`src/rtl/i2cee_pkg.sv`:
```
// Shared types and constants for the I2C EEPROM byte master.
// No dependencies; used by the sequencer and the top level.
package i2cee_pkg;

    typedef enum logic [1:0] {
        OP_TICK  = 2'd0,
        OP_WRITE = 2'd1,
        OP_READ  = 2'd2,
        OP_RSVD  = 2'd3
    } opcode_t;

    localparam logic CFG_DEVICE_ADDRESS    = 1'b0;
    localparam logic CFG_HALF_PERIOD_TICKS = 1'b1;

    localparam int CFG_DATA_W = 16;

    localparam logic [6:0]  DEVICE_ADDRESS_RST    = 7'd80;
    localparam logic [15:0] HALF_PERIOD_TICKS_RST = 16'd100;

    typedef struct packed {
        logic [1:0] opcode;
        logic [7:0] mem_address;
        logic [7:0] write_data;
        logic       sda_in;
    } item_t;

    typedef struct packed {
        logic       scl_level;
        logic       sda_level;
        logic       busy_res;
        logic [7:0] read_data;
        logic       read_valid;
    } result_t;

    typedef struct packed {
        logic [6:0]  device_address;
        logic [15:0] half_period_ticks;
    } cfg_t;

endpackage

```
`src/rtl/i2cee_in_if.sv`:
```
// Request channel: valid/ready handshake carrying one tick item.
// Depends on i2cee_pkg for nothing but is compiled after it.
interface i2cee_in_if;
    logic       valid;
    logic       ready;
    logic [1:0] opcode;
    logic [7:0] mem_address;
    logic [7:0] write_data;
    logic       sda_in;

    modport source (output valid, opcode, mem_address, write_data, sda_in, input ready);
    modport sink   (input valid, opcode, mem_address, write_data, sda_in, output ready);
endinterface

```
`src/rtl/i2cee_out_if.sv`:
```
// Result channel: valid/ready handshake carrying the bus levels of one tick.
// Compiled after i2cee_pkg.
interface i2cee_out_if;
    logic       valid;
    logic       ready;
    logic       scl_level;
    logic       sda_level;
    logic       busy_res;
    logic [7:0] read_data;
    logic       read_valid;

    modport source (output valid, scl_level, sda_level, busy_res, read_data, read_valid,
                    input ready);
    modport sink   (input valid, scl_level, sda_level, busy_res, read_data, read_valid,
                    output ready);
endinterface

```
`src/rtl/i2cee_seq.sv`:
```
// Bus step sequencer: phase state machine, tick counter and byte shifter.
// Uses i2cee_pkg types; advances one tick each time step is high.
module i2cee_seq
(
    input  logic              clk,
    input  logic              rst_n,
    input  logic              step,
    input  i2cee_pkg::item_t  item,
    input  i2cee_pkg::cfg_t   cfg,
    output i2cee_pkg::result_t result
);

    typedef enum logic [4:0] {
        PH_IDLE     = 5'd0,
        PH_S_A      = 5'd1,
        PH_S_B      = 5'd2,
        PH_DEVW_LO  = 5'd3,
        PH_DEVW_HI  = 5'd4,
        PH_ACK1_LO  = 5'd5,
        PH_ACK1_HI  = 5'd6,
        PH_MEM_LO   = 5'd7,
        PH_MEM_HI   = 5'd8,
        PH_ACK2_LO  = 5'd9,
        PH_ACK2_HI  = 5'd10,
        PH_DAT_LO   = 5'd11,
        PH_DAT_HI   = 5'd12,
        PH_ACK3_LO  = 5'd13,
        PH_ACK3_HI  = 5'd14,
        PH_RS_LO    = 5'd15,
        PH_RS_HI    = 5'd16,
        PH_RS_HOLD  = 5'd17,
        PH_DEVR_LO  = 5'd18,
        PH_DEVR_HI  = 5'd19,
        PH_ACK4_LO  = 5'd20,
        PH_ACK4_HI  = 5'd21,
        PH_RD_LO    = 5'd22,
        PH_RD_HI    = 5'd23,
        PH_NACK_LO  = 5'd24,
        PH_NACK_HI  = 5'd25,
        PH_STOP_LO  = 5'd26,
        PH_STOP_HI  = 5'd27,
        PH_STOP_END = 5'd28
    } phase_t;

    phase_t      phase_reg, phase_next, phase_cur;
    logic [3:0]  bit_reg, bit_next, bit_cur, bit_inc;
    logic [15:0] tick_reg, tick_next, tick_cur, period;
    logic [7:0]  shift_reg, shift_next, shift_cur;
    logic [7:0]  addr_reg, addr_next;
    logic [7:0]  data_reg, data_next;
    logic        is_read_reg, is_read_next;
    logic [7:0]  rcv_reg, rcv_next;
    logic        scl, sda, fixed_sda, send_ph, done, step_end;

    always_comb
    begin
        phase_cur    = phase_reg;
        bit_cur      = bit_reg;
        tick_cur     = tick_reg;
        addr_next    = addr_reg;
        data_next    = data_reg;
        is_read_next = is_read_reg;
        if (phase_reg == PH_IDLE &&
            (item.opcode == i2cee_pkg::OP_WRITE || item.opcode == i2cee_pkg::OP_READ))
        begin
            addr_next    = item.mem_address;
            data_next    = item.write_data;
            is_read_next = (item.opcode == i2cee_pkg::OP_READ);
            phase_cur    = PH_S_A;
            tick_cur     = '0;
            bit_cur      = '0;
        end
    end

    // bus levels of the current phase
    always_comb
    begin
        case (phase_cur)
            PH_IDLE, PH_S_A, PH_RS_HI, PH_STOP_END:
            begin
                scl = 1'b1; fixed_sda = 1'b1;
            end
            PH_S_B, PH_RS_HOLD, PH_STOP_HI:
            begin
                scl = 1'b1; fixed_sda = 1'b0;
            end
            PH_ACK1_HI, PH_ACK2_HI, PH_ACK3_HI, PH_ACK4_HI, PH_RD_HI, PH_NACK_HI:
            begin
                scl = 1'b1; fixed_sda = 1'b1;
            end
            PH_DEVW_HI, PH_MEM_HI, PH_DAT_HI, PH_DEVR_HI:
            begin
                scl = 1'b1; fixed_sda = 1'b0;
            end
            PH_ACK1_LO, PH_ACK2_LO, PH_ACK3_LO, PH_ACK4_LO, PH_RS_LO, PH_RD_LO, PH_NACK_LO:
            begin
                scl = 1'b0; fixed_sda = 1'b1;
            end
            default:
            begin
                scl = 1'b0; fixed_sda = 1'b0;
            end
        endcase
    end

    assign send_ph = (phase_cur == PH_DEVW_LO) || (phase_cur == PH_DEVW_HI) ||
                     (phase_cur == PH_MEM_LO)  || (phase_cur == PH_MEM_HI)  ||
                     (phase_cur == PH_DAT_LO)  || (phase_cur == PH_DAT_HI)  ||
                     (phase_cur == PH_DEVR_LO) || (phase_cur == PH_DEVR_HI);
    assign sda     = send_ph ? shift_reg[7] : fixed_sda;

    // a zero half period behaves as one tick
    assign period   = (cfg.half_period_ticks == 16'd0) ? 16'd1 : cfg.half_period_ticks;
    assign step_end = (tick_cur + 16'd1 >= period) || (tick_cur + 16'd1 == 16'd0);
    assign bit_inc  = bit_cur + 4'd1;
    assign shift_cur = shift_reg;

    always_comb
    begin
        phase_next = phase_cur;
        bit_next   = bit_cur;
        shift_next = shift_cur;
        tick_next  = tick_cur;
        rcv_next   = rcv_reg;
        done       = 1'b0;
        if (phase_cur != PH_IDLE)
        begin
            tick_next = tick_cur + 16'd1;
            if (step_end)
            begin
                tick_next = '0;
                case (phase_cur)
                    PH_S_B:
                    begin
                        phase_next = PH_DEVW_LO;
                        shift_next = {cfg.device_address, 1'b0};
                        bit_next   = '0;
                    end
                    PH_DEVW_HI, PH_MEM_HI, PH_DAT_HI, PH_DEVR_HI:
                    begin
                        shift_next = {shift_cur[6:0], 1'b0};
                        bit_next   = bit_inc;
                        if (bit_inc >= 4'd8)
                            phase_next = phase_t'(phase_cur + 5'd1);
                        else
                            phase_next = phase_t'(phase_cur - 5'd1);
                    end
                    PH_ACK1_HI:
                    begin
                        phase_next = PH_MEM_LO;
                        shift_next = addr_next;
                        bit_next   = '0;
                    end
                    PH_ACK2_HI:
                    begin
                        if (is_read_next)
                            phase_next = PH_RS_LO;
                        else
                        begin
                            phase_next = PH_DAT_LO;
                            shift_next = data_next;
                            bit_next   = '0;
                        end
                    end
                    PH_ACK3_HI, PH_NACK_HI:
                        phase_next = PH_STOP_LO;
                    PH_RS_HOLD:
                    begin
                        phase_next = PH_DEVR_LO;
                        shift_next = {cfg.device_address, 1'b1};
                        bit_next   = '0;
                    end
                    PH_ACK4_HI:
                    begin
                        phase_next = PH_RD_LO;
                        shift_next = '0;
                        bit_next   = '0;
                    end
                    PH_RD_HI:
                    begin
                        shift_next = {shift_cur[6:0], item.sda_in};
                        bit_next   = bit_inc;
                        phase_next = (bit_inc >= 4'd8) ? PH_NACK_LO : PH_RD_LO;
                    end
                    PH_STOP_END:
                    begin
                        if (is_read_next)
                        begin
                            rcv_next = shift_cur;
                            done     = 1'b1;
                        end
                        phase_next = PH_IDLE;
                    end
                    default:
                        phase_next = phase_t'(phase_cur + 5'd1);
                endcase
            end
        end
    end

    always_ff @(posedge clk or negedge rst_n)
    begin
        if (!rst_n)
        begin
            phase_reg   <= PH_IDLE;
            bit_reg     <= '0;
            tick_reg    <= '0;
            shift_reg   <= '0;
            addr_reg    <= '0;
            data_reg    <= '0;
            is_read_reg <= 1'b0;
            rcv_reg     <= '0;
        end
        else if (step)
        begin
            phase_reg   <= phase_next;
            bit_reg     <= bit_next;
            tick_reg    <= tick_next;
            shift_reg   <= shift_next;
            addr_reg    <= addr_next;
            data_reg    <= data_next;
            is_read_reg <= is_read_next;
            rcv_reg     <= rcv_next;
        end
    end

    assign result.scl_level  = scl;
    assign result.sda_level  = sda;
    assign result.busy_res   = (phase_cur != PH_IDLE);
    assign result.read_data  = rcv_next;
    assign result.read_valid = done;

    a_idle_lines_high: assert property (@(posedge clk) disable iff (!rst_n)
        !result.busy_res |-> (result.scl_level && result.sda_level))
        else $error("bus lines not released while idle");

    a_done_only_on_read: assert property (@(posedge clk) disable iff (!rst_n)
        result.read_valid |-> (is_read_next && result.busy_res))
        else $error("read completion outside a read transaction");

    a_bit_count_bound: assert property (@(posedge clk) disable iff (!rst_n)
        bit_reg <= 4'd8)
        else $error("bit counter overran a byte");

endmodule

```
`src/rtl/i2c_eeprom_byte_master_core.sv`:
```
// Top level of the I2C EEPROM byte master: input stage, sequencer, result stage.
// Depends on i2cee_pkg, i2cee_in_if, i2cee_out_if and i2cee_seq.
//
// Usage: every request on in_ch is one tick of the bus timing. opcode starts a
// byte write or a random read when the master is idle and is ignored otherwise;
// sda_in is the sampled SDA line. Every request yields exactly one result on
// out_ch with the SCL and SDA levels to drive for that tick, busy_res, and
// read_data/read_valid when a read finishes. Each bus step lasts
// half_period_ticks requests (0 counts as 1).
// Each result is registered in the result stage when the sequencer steps.
// Throughput: one request per cycle while out_ch is not stalled.
// The input stage keeps taking requests while a result waits, as long as the
// result stage can drain on the same edge; a stalled out_ch fills both stages
// and then holds in_ch.ready low.
// Configuration: cfg_we/cfg_index/cfg_data write device_address (index 0) or
// half_period_ticks (index 1), to be written only while idle.
// Reset clears both stages, puts the sequencer idle with both lines high and
// loads device_address 80 and half_period_ticks 100.
module i2c_eeprom_byte_master_core
(
    input  logic                               clk,
    input  logic                               rst_n,
    i2cee_in_if.sink                           in_ch,
    i2cee_out_if.source                        out_ch,
    input  logic                               cfg_we,
    input  logic                               cfg_index,
    input  logic [i2cee_pkg::CFG_DATA_W-1:0]   cfg_data
);

    logic                in_valid_reg, in_valid_next;
    i2cee_pkg::item_t    in_item_reg;
    logic                out_valid_reg, out_valid_next;
    i2cee_pkg::result_t  out_res_reg;
    i2cee_pkg::result_t  seq_res;
    i2cee_pkg::cfg_t     cfg_reg;
    logic                step, in_take;

    assign step        = in_valid_reg && (!out_valid_reg || out_ch.ready);
    assign in_ch.ready = !in_valid_reg || step;
    assign in_take     = in_ch.valid && in_ch.ready;

    assign in_valid_next  = in_take ? 1'b1 : (step ? 1'b0 : in_valid_reg);
    assign out_valid_next = step ? 1'b1 : (out_ch.ready ? 1'b0 : out_valid_reg);

    always_ff @(posedge clk or negedge rst_n)
    begin
        if (!rst_n)
        begin
            in_valid_reg          <= 1'b0;
            out_valid_reg         <= 1'b0;
            cfg_reg.device_address    <= i2cee_pkg::DEVICE_ADDRESS_RST;
            cfg_reg.half_period_ticks <= i2cee_pkg::HALF_PERIOD_TICKS_RST;
        end
        else
        begin
            in_valid_reg  <= in_valid_next;
            out_valid_reg <= out_valid_next;
            if (cfg_we)
            begin
                case (cfg_index)
                    i2cee_pkg::CFG_DEVICE_ADDRESS:
                        cfg_reg.device_address <= cfg_data[6:0];
                    i2cee_pkg::CFG_HALF_PERIOD_TICKS:
                        cfg_reg.half_period_ticks <= cfg_data;
                    default:
                        cfg_reg <= cfg_reg;
                endcase
            end
        end
    end

    always_ff @(posedge clk)
    begin
        if (in_take)
        begin
            in_item_reg.opcode      <= in_ch.opcode;
            in_item_reg.mem_address <= in_ch.mem_address;
            in_item_reg.write_data  <= in_ch.write_data;
            in_item_reg.sda_in      <= in_ch.sda_in;
        end
        if (step)
            out_res_reg <= seq_res;
    end

    i2cee_seq u_seq
    (
        .clk    (clk),
        .rst_n  (rst_n),
        .step   (step),
        .item   (in_item_reg),
        .cfg    (cfg_reg),
        .result (seq_res)
    );

    assign out_ch.valid      = out_valid_reg;
    assign out_ch.scl_level  = out_res_reg.scl_level;
    assign out_ch.sda_level  = out_res_reg.sda_level;
    assign out_ch.busy_res   = out_res_reg.busy_res;
    assign out_ch.read_data  = out_res_reg.read_data;
    assign out_ch.read_valid = out_res_reg.read_valid;

    a_step_fills_output: assert property (@(posedge clk) disable iff (!rst_n)
        step |=> out_valid_reg)
        else $error("result lost after a sequencer step");

    a_ready_when_drained: assert property (@(posedge clk) disable iff (!rst_n)
        !out_valid_reg |-> in_ch.ready)
        else $error("input stalled with an empty result stage");

    a_no_step_when_blocked: assert property (@(posedge clk) disable iff (!rst_n)
        (out_valid_reg && !out_ch.ready) |-> !step)
        else $error("sequencer advanced into a full result stage");

endmodule
```
`src/flat_wrapper.sv`:
```
// flat-port wrapper written by rule: the top's interface ports become plain ports
module i2c_eeprom_byte_master_core_flat 
  (clk, rst_n, cfg_we, cfg_index, cfg_data, in_ch_valid, in_ch_opcode, in_ch_mem_address, in_ch_write_data, in_ch_sda_in, in_ch_ready, out_ch_valid, out_ch_scl_level, out_ch_sda_level, out_ch_busy_res, out_ch_read_data, out_ch_read_valid, out_ch_ready);
  i2cee_in_if in_ch_i ();
  i2cee_out_if out_ch_i ();
  input  logic clk;
  input  logic rst_n;
  input  logic cfg_we;
  input  logic cfg_index;
  input  logic [i2cee_pkg::CFG_DATA_W-1:0] cfg_data;
  input wire logic [$bits(in_ch_i.valid)-1:0] in_ch_valid;
  input wire logic [$bits(in_ch_i.opcode)-1:0] in_ch_opcode;
  input wire logic [$bits(in_ch_i.mem_address)-1:0] in_ch_mem_address;
  input wire logic [$bits(in_ch_i.write_data)-1:0] in_ch_write_data;
  input wire logic [$bits(in_ch_i.sda_in)-1:0] in_ch_sda_in;
  output wire logic [$bits(in_ch_i.ready)-1:0] in_ch_ready;
  output wire logic [$bits(out_ch_i.valid)-1:0] out_ch_valid;
  output wire logic [$bits(out_ch_i.scl_level)-1:0] out_ch_scl_level;
  output wire logic [$bits(out_ch_i.sda_level)-1:0] out_ch_sda_level;
  output wire logic [$bits(out_ch_i.busy_res)-1:0] out_ch_busy_res;
  output wire logic [$bits(out_ch_i.read_data)-1:0] out_ch_read_data;
  output wire logic [$bits(out_ch_i.read_valid)-1:0] out_ch_read_valid;
  input wire logic [$bits(out_ch_i.ready)-1:0] out_ch_ready;
  assign in_ch_i.valid = in_ch_valid;
  assign in_ch_i.opcode = in_ch_opcode;
  assign in_ch_i.mem_address = in_ch_mem_address;
  assign in_ch_i.write_data = in_ch_write_data;
  assign in_ch_i.sda_in = in_ch_sda_in;
  assign in_ch_ready = in_ch_i.ready;
  assign out_ch_valid = out_ch_i.valid;
  assign out_ch_scl_level = out_ch_i.scl_level;
  assign out_ch_sda_level = out_ch_i.sda_level;
  assign out_ch_busy_res = out_ch_i.busy_res;
  assign out_ch_read_data = out_ch_i.read_data;
  assign out_ch_read_valid = out_ch_i.read_valid;
  assign out_ch_i.ready = out_ch_ready;
  i2c_eeprom_byte_master_core u_core (.clk(clk), .rst_n(rst_n), .in_ch(in_ch_i), .out_ch(out_ch_i), .cfg_we(cfg_we), .cfg_index(cfg_index), .cfg_data(cfg_data));
endmodule
```
`config.mk`:
```
export PLATFORM = sky130hd
export DESIGN_NAME = i2c_eeprom_byte_master_core_flat
export DESIGN_NICKNAME = d
export VERILOG_FILES = /design/src/rtl/i2cee_pkg.sv /design/src/rtl/i2cee_in_if.sv /design/src/rtl/i2cee_out_if.sv /design/src/rtl/i2cee_seq.sv /design/src/rtl/i2c_eeprom_byte_master_core.sv /design/src/flat_wrapper.sv
export SDC_FILE = /design/constraint.sdc
export NUM_CORES = 1
export LEC_CHECK = 0
export BUFFER_PORTS_ARGS = -buffer_cell sky130_fd_sc_hd__buf_2
export CAP_MARGIN = 30
export CORE_MARGIN = 4
export CORE_UTILIZATION = 65
export DETAILED_ROUTE_END_ITERATION = 10
export PLACE_DENSITY = 0.87
export SLEW_MARGIN = 10
export SYNTH_ARGS = -nofsm -noshare
export SYNTH_HDL_FRONTEND = slang
export SYNTH_SLANG_ARGS = --single-unit
export TNS_END_PERCENT = 5
```
`constraint.sdc`:
```
create_clock -name clk -period 12.6 [get_ports clk]
set_clock_uncertainty 0.05 [all_clocks]
set_input_delay 1.89 -clock clk [delete_from_list [all_inputs] [get_ports clk]]
set_output_delay 1.89 -clock clk [all_outputs]
set_load 0.01 [all_outputs]
```
* After elaboration in Yosys (flattened, before gate mapping)
Memories as Yosys holds them, arrays and structs flattened.
Cells that the tools add are included.
Widths: inputs -> output; s select.
** Storage, ports and cells
- Bits in registers :: 114
- Bits in read-only memories :: 64
- Bits of input ports :: 41
- Output and inout port bits :: 14
- Word-level logic and storage cells :: 111
- Memories kept :: 1
** Memory list
- (name not given) :: words 32, bits a word 2, rd ports 1, clocked after memory_dff 0, write ports 0, line i2cee_seq.sv:78 : case (phase_cur)
** Cells by class
- Add/sub/neg operators :: 4
- Order comparisons :: 2
- Equality and inequality tests :: 20
- Muxes and demuxes :: 31
- Bitwise operators :: 1
- Reductions and logical operators :: 31
** Operators with widths (number)
- $mux 16 :: 4
- $mux 8 :: 7
- $pmux 8 s7 :: 1
- $pmux 5 s9 :: 1
- $eq 5x5->1 const B :: 7
- $logic_not 16->1 :: 2
- $eq 5x4->1 const B :: 5
- $mux 4 :: 5
- $mux 5 :: 4
- $add 16x1->16 const B :: 1
- $ge 16x16->1 :: 1
- $eq 5x3->1 const B :: 3
- $pmux 4 s3 :: 1
- $logic_or 1x1->1 :: 11
- $eq 5x2->1 const B :: 2
- $reduce_or 4->1 :: 2
- $mux 1 :: 7
- $reduce_bool 7->1 :: 1
- $add 5x1->5 const B :: 1
- $logic_not 5->1 :: 1
- $reduce_and 5->1 :: 1
- $reduce_bool 5->1 :: 1
- $reduce_or 5->1 :: 1
- $sub 5x1->5 const B :: 1
- other kinds (13) :: 18

* Depth between registers and ports, before layout
- Depth in word-level cells :: 13
- Gate-level depth with buffers :: 20
- Depth with buffers taken out :: 18

* Modules after synthesis
A second synthesis with hierarchy kept.
** Second synthesis, totals
- Cells, all modules :: 604
- Area total of the unflattened synthesis :: 6282.3 um^2
** Modules (own cells, without submodules)
- i2cee_seq :: times used 1, cells an instance 515, area each 4309.1 um^2, sequential area each 1451.4 um^2
- i2c_eeprom_byte_master_core :: times used 1, cells an instance 89, area each 1973.1 um^2, sequential area each 1562.7 um^2

* Worst setup path after synthesis
OpenSTA, ideal clock, no wires.
- Kind :: in2out
- Start :: in out_ch_ready
- End :: out in_ch_ready
- Arrival :: 2.099 ns
- Data required time :: 10.660 ns
- Path slack :: 8.561 ns
- Stages on the path :: 1
- Path buffers :: 0
- Path through :: nand3b_1
** Between the ends
- Cells in the longest elaborated chain, start to end :: 3
** RTL lines
- from (decl) :: line flat_wrapper.sv:23 : input wire logic [$bits(out_ch_i.ready)-1:0] out_ch_ready;
- $logic_or 1x1->1 :: line i2c_eeprom_byte_master_core.sv:38 : assign step = in_valid_reg && (!out_valid_reg || out_ch.ready);
- $logic_and 1x1->1 :: line i2c_eeprom_byte_master_core.sv:38
- $logic_or 1x1->1 :: line i2c_eeprom_byte_master_core.sv:39 : assign in_ch.ready = !in_valid_reg || step;
- to (decl) :: line flat_wrapper.sv:16 : output wire logic [$bits(in_ch_i.ready)-1:0] in_ch_ready;
Every way passes these cells.

==> results.json <==
{
  "dieArea_sq_um": 11300,
  "synth.distinct_cells": 69,
  "synth_xor_area_share_pct": 1.25,
  "grt.overflow.total": 0,
  "p_leak_nw": 3.24,
  "cp-start-kind": "register",
  "r2r-end": "u_core.out_ch.read_data[1]",
  "synth_top_family_by_area": "compound AO/OA/AOI/OAI gates",
  "endpoint_kind": "register",
  "cts_buffer_depth": 2,
  "postCtsHoldBufs": 0,
  "holdPathStages": 1,
  "first_global_vias": 5224,
  "start_util_pct": 67.5,
  "cts_buffers": 17,
  "met3_usage_pct": 7.59,
  "fmax_mhz": 185,
  "synth_compound_area_share_pct": 14.8,
  "synth_nets": 629,
  "drt_drc_violations_left": 0,
  "power_frac_clock_pct": 43.2,
  "hold_end": "u_core.u_seq.addr_reg[7]",
  "period_needed_ps": 5410,
  "layout_commonest_cell": "dfrtp_1",
  "worstPathRequired_ps": 12820,
  "antennaDiodeCount": 0,
  "tns_ps": 0,
  "portBuffers": 54,
  "rrSetupSlack_ps": 7190,
  "drt_iter0_drc": 576,
  "yosys_warnings": 0,
  "p_total_mw": 1.10,
  "final_area_sq_um": 7200,
  "nFillCells": 529,
  "tightest_slew_ps": 1030,
  "rows": 35,
  "rsz0062_at_grt": "false",
  "gp_congestion": 0.954,
  "max_slew_margin_pct": 31.5,
  "ff2ff_path_depth": 15,
  "final_cell_mix": "dfrtp_1 (78), buf_2 (53), mux2_2 (43), inv_1 (33), nand2_1 (32)",
  "synth-async-reset-ratio_pct": 72.8,
  "power_density_nw_per_um2": 153,
  "crit_buf_inv": 0,
  "final_layout_size_suffix_gt1_share_pct": 27.7,
  "busiest_layer": "met2",
  "fin_hold_ws_ps": 435,
  "grt_pass1_wl_mm": 28.0,
  "critical_path.cell_chain": "nor2_2 -> nand2_2 -> and2_1 -> ha_1 -> nand4_1 -> nor4_1 -> mux2_2 -> ha_1 -> a21o_1 -> a21oi_1 -> nor2b_1 -> o311a_1 -> or2_2 -> a21o_1 -> mux2_4",
  "synth-seq-cells": 114,
  "viasPerCell": 6.77,
  "clockRootBuffer": "clkbuf_8",
  "cpLargestDelayFamily": "simple AND/OR/NAND/NOR gates",
  "dp_hpwl_mm": 10.7,
  "arrival_ps": 5630,
  "wl_mm": 17.4,
  "fp.dieH_um": 106,
  "coreArea_sq_um": 9330,
  "critical_path.max_stage_delay_ps": 780,
  "wl_per_cell_um": 23.1,
  "yosys.area_share.adder_pct": 5.17,
  "synth_cells": 562,
  "hold_path.class": "register to register",
  "layout.nets": 675,
  "cts.sinks": 114,
  "grtUsageTotal_pct": 32.1,
  "ios": 55,
  "die_x_um": 106,
  "min-delay-start": "u_core.in_item_reg[16]",
  "ant_nets": 0,
  "clk_pin_slew_ps": 70,
  "syn2layout_area_growth_pct": 14.4,
  "status": "finished clean",
  "maxSlewViolCount": 0,
  "synth_edf_count": 31,
  "synth-simple-area-share_pct": 12.2,
  "cts_max_level": 4,
  "synthTopCellsByArea": "dfrtp_1 (31%), edfxtp_1 (15%), mux2_2 (7.7%)",
  "cts-resized-gates": 0,
  "grt_use_met1_pct": 40.6,
  "synth.cell_area_sq_um": 6300,
  "cts_tree": "done",
  "synth-seq-area-share_pct": 47.9,
  "pwr-share-comb_pct": 14.7,
  "first_pass_iters": 6,
  "setup_viol": 0,
  "vias": 5081,
  "yosysTopAreaCellShare_pct": 31.0,
  "grt_start_max_net_pins": 45,
  "crit_fanout": 21,
  "placed_cells": 715,
  "antenna_found_initial": 0,
  "crit_type": "register to register",
  "synthMuxAreaShare_pct": 14.0,
  "rr_startpoint": "u_core.u_seq.phase_reg[3]",
  "insertion_delay_ps": 530,
  "largest_reg_flops": 23,
  "pwr-share-seq_pct": 42.1,
  "post_cts_buffers": 0,
  "dpl_cell_area_sq_um": 6610,
  "fin_crit_sh_pct": 42.9,
  "instances_no_fill": 750,
  "switching_power_uw": 344,
  "hold_viol": 0,
  "gr-usage-met2_pct": 52.2,
  "syn_avg_cell_area_sq_um": 11.2,
  "swShare_pct": 31.2,
  "maxCapViolCount": 0,
  "vdd_drop_max_v": 0.000153,
  "synth-main-ff-cell": "dfrtp_1",
  "p_int_uw": 760,
  "cp_slowest_cell": "dfrtp_1",
  "yosys.area.top_type": "dfrtp_1"
}
## Yosys cell counts (all sizes together), types with 3 or more instances
master  number
o22ai        5
ha          26
or4          3
o21ai       22
a211oi       7
nor3         6
mux2i       16
nor2b        6
a22o        18
o21a         4
or2          5
buf         15
a21oi       23
xnor2        8
and3         4
nand4        9
nand2       33
a222oi       8
nand2b       8
dfrtp       78
mux2        59
nand3       15
or3          3
clkbuf      19
and2         6
edfxtp      31
a21o         9
nor4        11
a22oi        3
inv         33
nor2        31
dfstp        5
## power groups by stage
stage	Clock [mW]	Combinational [mW]	Sequential, mW
after floorplan	0	0.117	0.446
after global placement	0	0.141	0.464
after detailed placement	0	0.150	0.467
after CTS	0.477	0.159	0.462
after global routing	0.498	0.177	0.467
final	0.477	0.163	0.464
## final cells by class
class	count	area (sq um)	share of cell area, %
clock buffers	17	414	5.75
inverters	34	128	1.77
flip-flops and latches	114	3010	41.8
well taps	129	161	2.24
repair buffers	61	342	4.74
multi-input cells	380	2990	41.5
clock inverters	15	158	2.19
## layer usage
| metal | routed length, um | vias up | share of wire (%) |
|---|---|---|---|
| met4 | 692 | 0 | 4.0 |
| met1 | 6450 | 2458 | 37 |
| met3 | 1660 | 81 | 9.6 |
| li1 | - | 2174 | - |
| met2 | 8550 | 368 | 49 |
| met5 | 0 | - | 0 |
## metrics by stage
| stage | setup WS (ps) | util [%] |
|---|---|---|
| final | 7190 | 77.2 |
| after global routing | 6920 | 77.2 |
| after CTS | 7300 | 77.0 |
| after detailed placement | 7630 | 70.9 |
| after global placement | 7670 | 70.4 |
| after floorplan | 8560 | - |
## worst max path at each step
stage | start | end | slack, ps | depth (start not counted)
after detailed placement | u_core.u_seq.phase_reg[3] | u_core.out_ch.read_data[3] | 7630 | 15
after global routing | u_core.u_seq.phase_reg[3] | u_core.out_ch.read_data[0] | 6920 | 15
after CTS | u_core.u_seq.phase_reg[3] | u_core.out_ch.read_data[1] | 7300 | 15
final | u_core.u_seq.phase_reg[3] | u_core.out_ch.read_data[1] | 7190 | 15
after global placement | u_core.u_seq.phase_reg[3] | u_core.u_seq.tick_reg[1] | 7670 | 16
after floorplan | out_ch_ready | in_ch_ready | 8560 | 1
## logic make-up after synthesis
logic type | after synthesis
buffers and inverters | 68
muxes | 75
adders and majority gates | 26
xor gates and xnor gates | 9
DFF | 114
AOI/OAI and AO/OA | 126
and+or+nand+nor | 144
Power figures use the tool's default switching activity.
